<file path="src/rtl/core/assert_macros.svh">
// Assertion macros used by the RTL datapath.
`ifndef ASSERT_MACROS_SVH
`define ASSERT_MACROS_SVH

// Clocked assertion, disabled while the asynchronous active-low reset is asserted.
`define SKT_ASSERT(name, clk, rst_n, prop, msg) \
  name: assert property (@(posedge clk) disable iff (!rst_n) prop) else $error(msg);

// Implication whose consequent is checked in the following cycle.
`define SKT_ASSERT_NEXT(name, clk, rst_n, pre, post, msg) \
  name: assert property (@(posedge clk) disable iff (!rst_n) (pre) |=> (post)) else $error(msg);

`endif

</file>
<file path="src/rtl/core/skt_pkg.sv">
`timescale 1ns / 1ps
package skt_pkg;

  localparam int unsigned CAPACITY     = 256;
  localparam int unsigned KEY_BITS     = 32;
  localparam int unsigned PAYLOAD_BITS = 32;
  localparam int unsigned ADDR_W       = $clog2(CAPACITY);
  localparam int unsigned CNT_W        = ADDR_W + 1;
  localparam int unsigned ENTRY_W      = KEY_BITS + PAYLOAD_BITS;

  typedef enum logic [2:0] {
    CMD_INSERT  = 3'd0,
    CMD_APPEND  = 3'd1,
    CMD_DELETE  = 3'd2,
    CMD_READ    = 3'd3,
    CMD_REBUILD = 3'd4
  } cmd_e;

  typedef enum logic [1:0] {
    ST_OK        = 2'd0,
    ST_FULL      = 2'd1,
    ST_BAD_INDEX = 2'd2
  } status_e;

  // Datapath micro-operations issued by the controller, one per cycle.
  typedef enum logic [3:0] {
    OP_NONE,
    OP_LOAD,
    OP_SRCH_RD,
    OP_SRCH_CMP,
    OP_UP_RD,
    OP_UP_WR,
    OP_DN_RD,
    OP_DN_WR,
    OP_RD_RD,
    OP_SO_RD,
    OP_SO_GET,
    OP_SO_RDP,
    OP_SO_CMP,
    OP_SO_PUT,
    OP_FIN
  } dp_op_e;

  typedef struct packed {
    logic [2:0] cmd;
    logic       err;
    logic       len_zero;
    logic       a_gt_first;
    logic       a_more;
    logic       i_more;
    logic       a_zero;
    logic       lt;
    logic       out_free;
  } dp_stat_t;

endpackage

</file>
<file path="src/rtl/core/skt_ctrl.sv">
`timescale 1ns / 1ps
module skt_ctrl (
  input  logic              clk_i,
  input  logic              rst_ni,
  input  logic              req_valid_i,
  output logic              req_ready_o,
  input  skt_pkg::dp_stat_t stat_i,
  output skt_pkg::dp_op_e   op_o
);
  import skt_pkg::*;

  typedef enum logic [14:0] {
    S_IDLE     = 15'b000000000000001,
    S_DISP     = 15'b000000000000010,
    S_SRCH     = 15'b000000000000100,
    S_SRCH_CMP = 15'b000000000001000,
    S_UP       = 15'b000000000010000,
    S_UP_WR    = 15'b000000000100000,
    S_DN       = 15'b000000001000000,
    S_DN_WR    = 15'b000000010000000,
    S_RD       = 15'b000000100000000,
    S_SO_OUT   = 15'b000001000000000,
    S_SO_GET   = 15'b000010000000000,
    S_SO_IN    = 15'b000100000000000,
    S_SO_CMP   = 15'b001000000000000,
    S_SO_PUT   = 15'b010000000000000,
    S_FIN      = 15'b100000000000000
  } state_e;

  state_e state_q, state_d;

  assign req_ready_o = state_q == S_IDLE;

  always_comb begin
    state_d = state_q;
    op_o    = OP_NONE;
    unique case (state_q)
      S_IDLE: begin
        if (req_valid_i) begin
          op_o    = OP_LOAD;
          state_d = S_DISP;
        end
      end
      S_DISP: begin
        if (stat_i.err) begin
          state_d = S_FIN;
        end else begin
          unique case (stat_i.cmd)
            CMD_INSERT, CMD_APPEND: state_d = S_SRCH;
            CMD_DELETE:             state_d = S_DN;
            CMD_READ:               state_d = S_RD;
            CMD_REBUILD:            state_d = S_SO_OUT;
            default:                state_d = S_FIN;
          endcase
        end
      end
      S_SRCH: begin
        if (stat_i.len_zero) begin
          state_d = S_UP;
        end else begin
          op_o    = OP_SRCH_RD;
          state_d = S_SRCH_CMP;
        end
      end
      S_SRCH_CMP: begin
        op_o    = OP_SRCH_CMP;
        state_d = S_SRCH;
      end
      S_UP: begin
        if (stat_i.a_gt_first) begin
          op_o    = OP_UP_RD;
          state_d = S_UP_WR;
        end else begin
          state_d = S_FIN;
        end
      end
      S_UP_WR: begin
        op_o    = OP_UP_WR;
        state_d = S_UP;
      end
      S_DN: begin
        if (stat_i.a_more) begin
          op_o    = OP_DN_RD;
          state_d = S_DN_WR;
        end else begin
          state_d = S_FIN;
        end
      end
      S_DN_WR: begin
        op_o    = OP_DN_WR;
        state_d = S_DN;
      end
      S_RD: begin
        op_o    = OP_RD_RD;
        state_d = S_FIN;
      end
      S_SO_OUT: begin
        if (stat_i.i_more) begin
          op_o    = OP_SO_RD;
          state_d = S_SO_GET;
        end else begin
          state_d = S_FIN;
        end
      end
      S_SO_GET: begin
        op_o    = OP_SO_GET;
        state_d = S_SO_IN;
      end
      S_SO_IN: begin
        if (stat_i.a_zero) begin
          state_d = S_SO_PUT;
        end else begin
          op_o    = OP_SO_RDP;
          state_d = S_SO_CMP;
        end
      end
      S_SO_CMP: begin
        op_o    = OP_SO_CMP;
        state_d = stat_i.lt ? S_SO_IN : S_SO_PUT;
      end
      S_SO_PUT: begin
        op_o    = OP_SO_PUT;
        state_d = S_SO_OUT;
      end
      S_FIN: begin
        if (stat_i.out_free) begin
          op_o    = OP_FIN;
          state_d = S_IDLE;
        end
      end
      default: state_d = S_IDLE;
    endcase
  end

  always_ff @(posedge clk_i or negedge rst_ni) begin
    if (!rst_ni) begin
      state_q <= S_IDLE;
    end else begin
      state_q <= state_d;
    end
  end
endmodule

</file>
<file path="config.mk">
export PLATFORM = sky130hd
export DESIGN_NAME = skt_ctrl
export DESIGN_NICKNAME = d
export VERILOG_FILES = /design/src/rtl/core/assert_macros.svh /design/src/rtl/core/skt_pkg.sv /design/src/rtl/core/skt_ctrl.sv
export SDC_FILE = /design/constraint.sdc
export NUM_CORES = 1
export LEC_CHECK = 0
export ABC_AREA = 0
export BUFFER_PORTS_ARGS = -buffer_cell sky130_fd_sc_hd__buf_2
export CORE_MARGIN = 4
export CORE_UTILIZATION = 52
export CTS_BUF_LIST = sky130_fd_sc_hd__clkbuf_2 sky130_fd_sc_hd__clkbuf_4 sky130_fd_sc_hd__clkbuf_8
export CTS_CLUSTER_SIZE = 24
export DETAILED_ROUTE_END_ITERATION = 16
export GPL_TIMING_DRIVEN = 1
export MAX_ROUTING_LAYER = met4
export PLACE_DENSITY = 0.88
export SETUP_SLACK_MARGIN = 0.4
export SLEW_MARGIN = 20
export SYNTH_ARGS = -nofsm -noshare
export SYNTH_HDL_FRONTEND = slang
export SYNTH_SLANG_ARGS = --single-unit
</file>
<file path="constraint.sdc">
create_clock -name clk_i -period 2.1 [get_ports clk_i]
set_clock_uncertainty 0.2 [all_clocks]
set_input_delay 0 -clock clk_i [delete_from_list [all_inputs] [get_ports clk_i]]
set_output_delay 0 -clock clk_i [all_outputs]
set_load 0.005 [all_outputs]
</file>
==> impl_metrics.yaml <==
worst_setup_path:
  setup.worst_path.start_class: "register"
  worstPathRequired_ns: 1.90
  critical_path.reg2reg.endpoint: "state_q[6]"
  rrSetupSlack_ns: -0.19
  endpoint_kind: "primary output"
  slowest_cell_delay_on_critical_path_ns: 0.46
  rr_worst_depth: 6
  crit_path_start: "state_q[7]"
  crit_end: "op_o[1]"
  regToRegStartpoint: "state_q[7]"
  cell_chain_of_the_critical_path: "nor4_4 > buf_4 > buf_4 > buf_6 > nand4_1 > nor2_2 > nand4b_4 > buf_6"
  timing.critical_path.arrival_ns: 2.29
  crit_slowest_cell: "sky130_fd_sc_hd__dfrtp_2"
  critical_path.max_fanout: 4
  criticalPathCategory: "register to primary output"
logic_synthesis:
  sequential_cell_area_fraction_in_the_yosys_report_pct: 32.1
  ys_warn_count: 0
  yosys.area.top_type: "sky130_fd_sc_hd__dfrtp_1"
  synth_area_leaders: "sky130_fd_sc_hd__dfrtp_1 30%, sky130_fd_sc_hd__nor4_4 5.4%, sky130_fd_sc_hd__nand2b_1 3.2%, sky130_fd_sc_hd__nor4b_1 3.0%, sky130_fd_sc_hd__xnor2_1 3.0%"
  synthCells: 127
  syn_avg_cell_area_um2: 9.25
  yosysUniqueCellTypes: 51
  synth_seq_cells: 15
  synth.net_count: 141
  synth_top_area_share_pct: 29.8
  post_syn_area_mm2: 0.00117
global_route:
  grt.overflow.total: 0
  first_pass_grt_wire_length_mm: 7.13
  gr-usage-all-layers_pct: 30.3
  grt_antenna_before_repair: 0
  grt_pass1_vias: 1379
  grt_max_degree: 15
clock_network:
  clk_latency_ns: 0.29
  ctsHtreeMaxLevel: 1
  clk_root_buffer_cell: "sky130_fd_sc_hd__clkbuf_4"
  cts_max_path_buffers: 2
  numCtsBuffers: 3
  clk_transition_reported_paths_ns: 0.09
  tritoncts: "yes"
  clock_sinks: 15
sta:
  setup_repair_after_global_routing_missed_its_margin: "yes"
  worst-slew-pin-transition_ns: 0.740
  final.setup.tns_ns: -2.47
  min_period_over_period_pct: 119
  slew_viol_final: 0
  achievable-frequency_ghz: 0.402
  report.final.setup_viol: 16
  fin_ws_ns: -0.389
  hold_viol_final: 0
  fin_crit_ns: 2.49
  max-slew-margin-rel_pct: 50.5
finish:
  final_nets: 207
  antennaDiodeCount: 0
  area_delta_synth_final_pct: 63.0
  seq_area_um2: 383
  largest_register_ff_count: 15
  multiInputGateArea_um2: 921
  registers.top_by_ff_count: "state_q"
  leading_registers_by_flop_count: "state_q: 15 flops"
  nFillCells: 62
  post_route_cells_drive_above_1_share_pct: 54.2
  post-route-cell-area_mm2: 0.00192
route:
  dr_total_vias: 1550
  drt-vias-per-instance: 7.08
  firstDrtPassIters: 7
  drcViolationCount: 0
  routed_wire_length_per_instance_um: 25.9
  drt_iter0_markers: 150
  antenna_left: 0
  route.final.wire_length_mm: 5.68
hold_path:
  worst_hold_path_type: "primary input to register"
  timing.hold.worst.start: "stat_i[0]"
floorplanning:
  die_w_um: 55.5
  starting_utilization_of_the_core_area_pct: 57.0
  placeableCoreArea_mm2: 0.00206
  dieArea_mm2: 0.00308
  fp-row-count: 16
  chip_height_um: 55.5
  top_level_ports: 19
placed_design:
  place_worst_setup_slack_ns: 0.00576
  place.detailed.hpwl_mm: 2.38
  place_congestion: 0.939
  port-buffer-count: 18
  placed_cell_area_mm2: 0.00137
power:
  comb_power_share_pct: 63.3
  irDropWorstVdd_mv: 0.652
  internal_power_uw: 893
  p_leak_nw: 0.887
  relative_contribution_of_sequential_cells_to_total_power_pct: 24.3
  switchingPower_uw: 646
  share_clk_of_total_power_pct: 12.4
  power_switching_share_pct: 42.0
  power_density_mw_per_mm2: 803
job:
  maxCapViolations: 0
run_status:
  failed_checks: "negative setup slack"
  run_status: "finished, violations left"
-- layout by cell type (no fill, tap or decap), types with 3 or more instances in the layout --
| cell type | count |
|---|---|
| sky130_fd_sc_hd__buf_4 | 28 |
| sky130_fd_sc_hd__clkbuf_4 | 4 |
| sky130_fd_sc_hd__nor2_1 | 5 |
| sky130_fd_sc_hd__or4_4 | 3 |
| sky130_fd_sc_hd__nand2_1 | 7 |
| sky130_fd_sc_hd__nand3b_1 | 3 |
| sky130_fd_sc_hd__nor3_1 | 3 |
| sky130_fd_sc_hd__dfrtp_2 | 5 |
| sky130_fd_sc_hd__nor4_4 | 4 |
| sky130_fd_sc_hd__buf_2 | 17 |
| sky130_fd_sc_hd__inv_1 | 9 |
| sky130_fd_sc_hd__nand3_2 | 4 |
| sky130_fd_sc_hd__nor4b_1 | 3 |
| sky130_fd_sc_hd__dlygate4sd3_1 | 14 |
| sky130_fd_sc_hd__buf_6 | 7 |
| sky130_fd_sc_hd__nor2_2 | 3 |
| sky130_fd_sc_hd__nand2b_1 | 6 |
| sky130_fd_sc_hd__nand4_1 | 4 |
| sky130_fd_sc_hd__dfrtp_1 | 9 |
| sky130_fd_sc_hd__xnor2_1 | 4 |
-- cells in the mapped netlist (all sizes together) --
library cell / n
a211o: 1
a21boi: 1
a21oi: 1
a31oi: 1
and2: 2
and2b: 1
and3: 1
and4: 1
buf: 4
clkbuf: 1
dfrtp: 14
dfstp: 1
inv: 9
mux2i: 2
nand2: 9
nand2b: 6
nand3: 8
nand3b: 4
nand4: 4
nand4b: 3
nor2: 8
nor2b: 1
nor3: 5
nor3b: 2
nor4: 6
nor4b: 4
o2111ai: 1
o211ai: 1
o21a: 1
o21ai: 5
o221ai: 1
o22ai: 2
o31ai: 1
o32ai: 2
o41ai: 1
or2: 1
or2b: 1
or3: 3
or4: 3
xnor2: 4
-- critical path: cells and delay by family, from the launching register on --
| kind | cells | cell delay [ns] |
|---|---|---|
| buffers and inverters | 4 | 0.54 |
| AND/OR/NAND/NOR | 4 | 1.00 |
| flip-flops | 1 | 0.46 |
-- metal layers --
layer  global-route usage (%)  wire, um  part of all wire [%]
met2                     46.5      2480                    44
met5                        -         0                     0
met4                     15.3       422                   7.4
met1                     36.8      2110                    37
met3                     7.69       664                    12
-- cell type report --
type	count	share of cell area (%)
inverters	9	1.76
flip-flops and latches	15	20.0
repair buffers	66	26.8
multi-input cells	98	48.1
clock buffers	4	1.57
well taps	27	1.76
-- repair_timing --
action / CTS / global route
endpoints found under the hold margin: 30 / 0
buffers inserted: 13 / 9
resized for setup: 34 / 15
setup endpoints to repair: 17 / 20
hold buffers: 14 / 0
pin swaps: 17 / 10
-- how the worst min path moves through the flow --
| stage | endpoint | slack (ns) | cells past startpoint |
|---|---|---|---|
| 6_report | state_q[14] | 0.19 | 6 |
| 5_1_grt | state_q[14] | 0.19 | 6 |
| 4_1_cts | state_q[14] | 0.10 | 6 |
| 3_5_place_dp | state_q[7] | -0.27 | 1 |
| 3_3_place_gp | state_q[6] | -0.28 | 1 |
| 2_1_floorplan | state_q[10] | -0.50 | 0 |
-- cell families after synthesis --
family | share of synthesized area, %
simple gates | 45.4
compound gates | 12.8
flops | 32.1
buf+inv | 5.11
xor+xnor | 2.98
mux | 1.70
-- per-stage QoR --
stage	utilization [%]	cells	hold WS [ns]	power, mW
finish	92.9	219	0.191	1.54
CTS	86.5	210	0.101	1.32
global placement	66.4	179	-0.282	0.816
detailed placement	66.4	179	-0.270	0.838
global route	92.9	219	0.193	1.58
floorplan	-	127	-0.496	0.672
-- power by group through the flow --
stage | registers [mW] | logic, mW | clock network (mW)
after global placement | 0.365 | 0.451 | 0
after global routing | 0.376 | 0.992 | 0.210
after floorplan | 0.351 | 0.322 | 0
after CTS | 0.361 | 0.771 | 0.187
after detailed placement | 0.368 | 0.470 | 0
final | 0.374 | 0.974 | 0.191
Power figures use the tool's default switching activity.
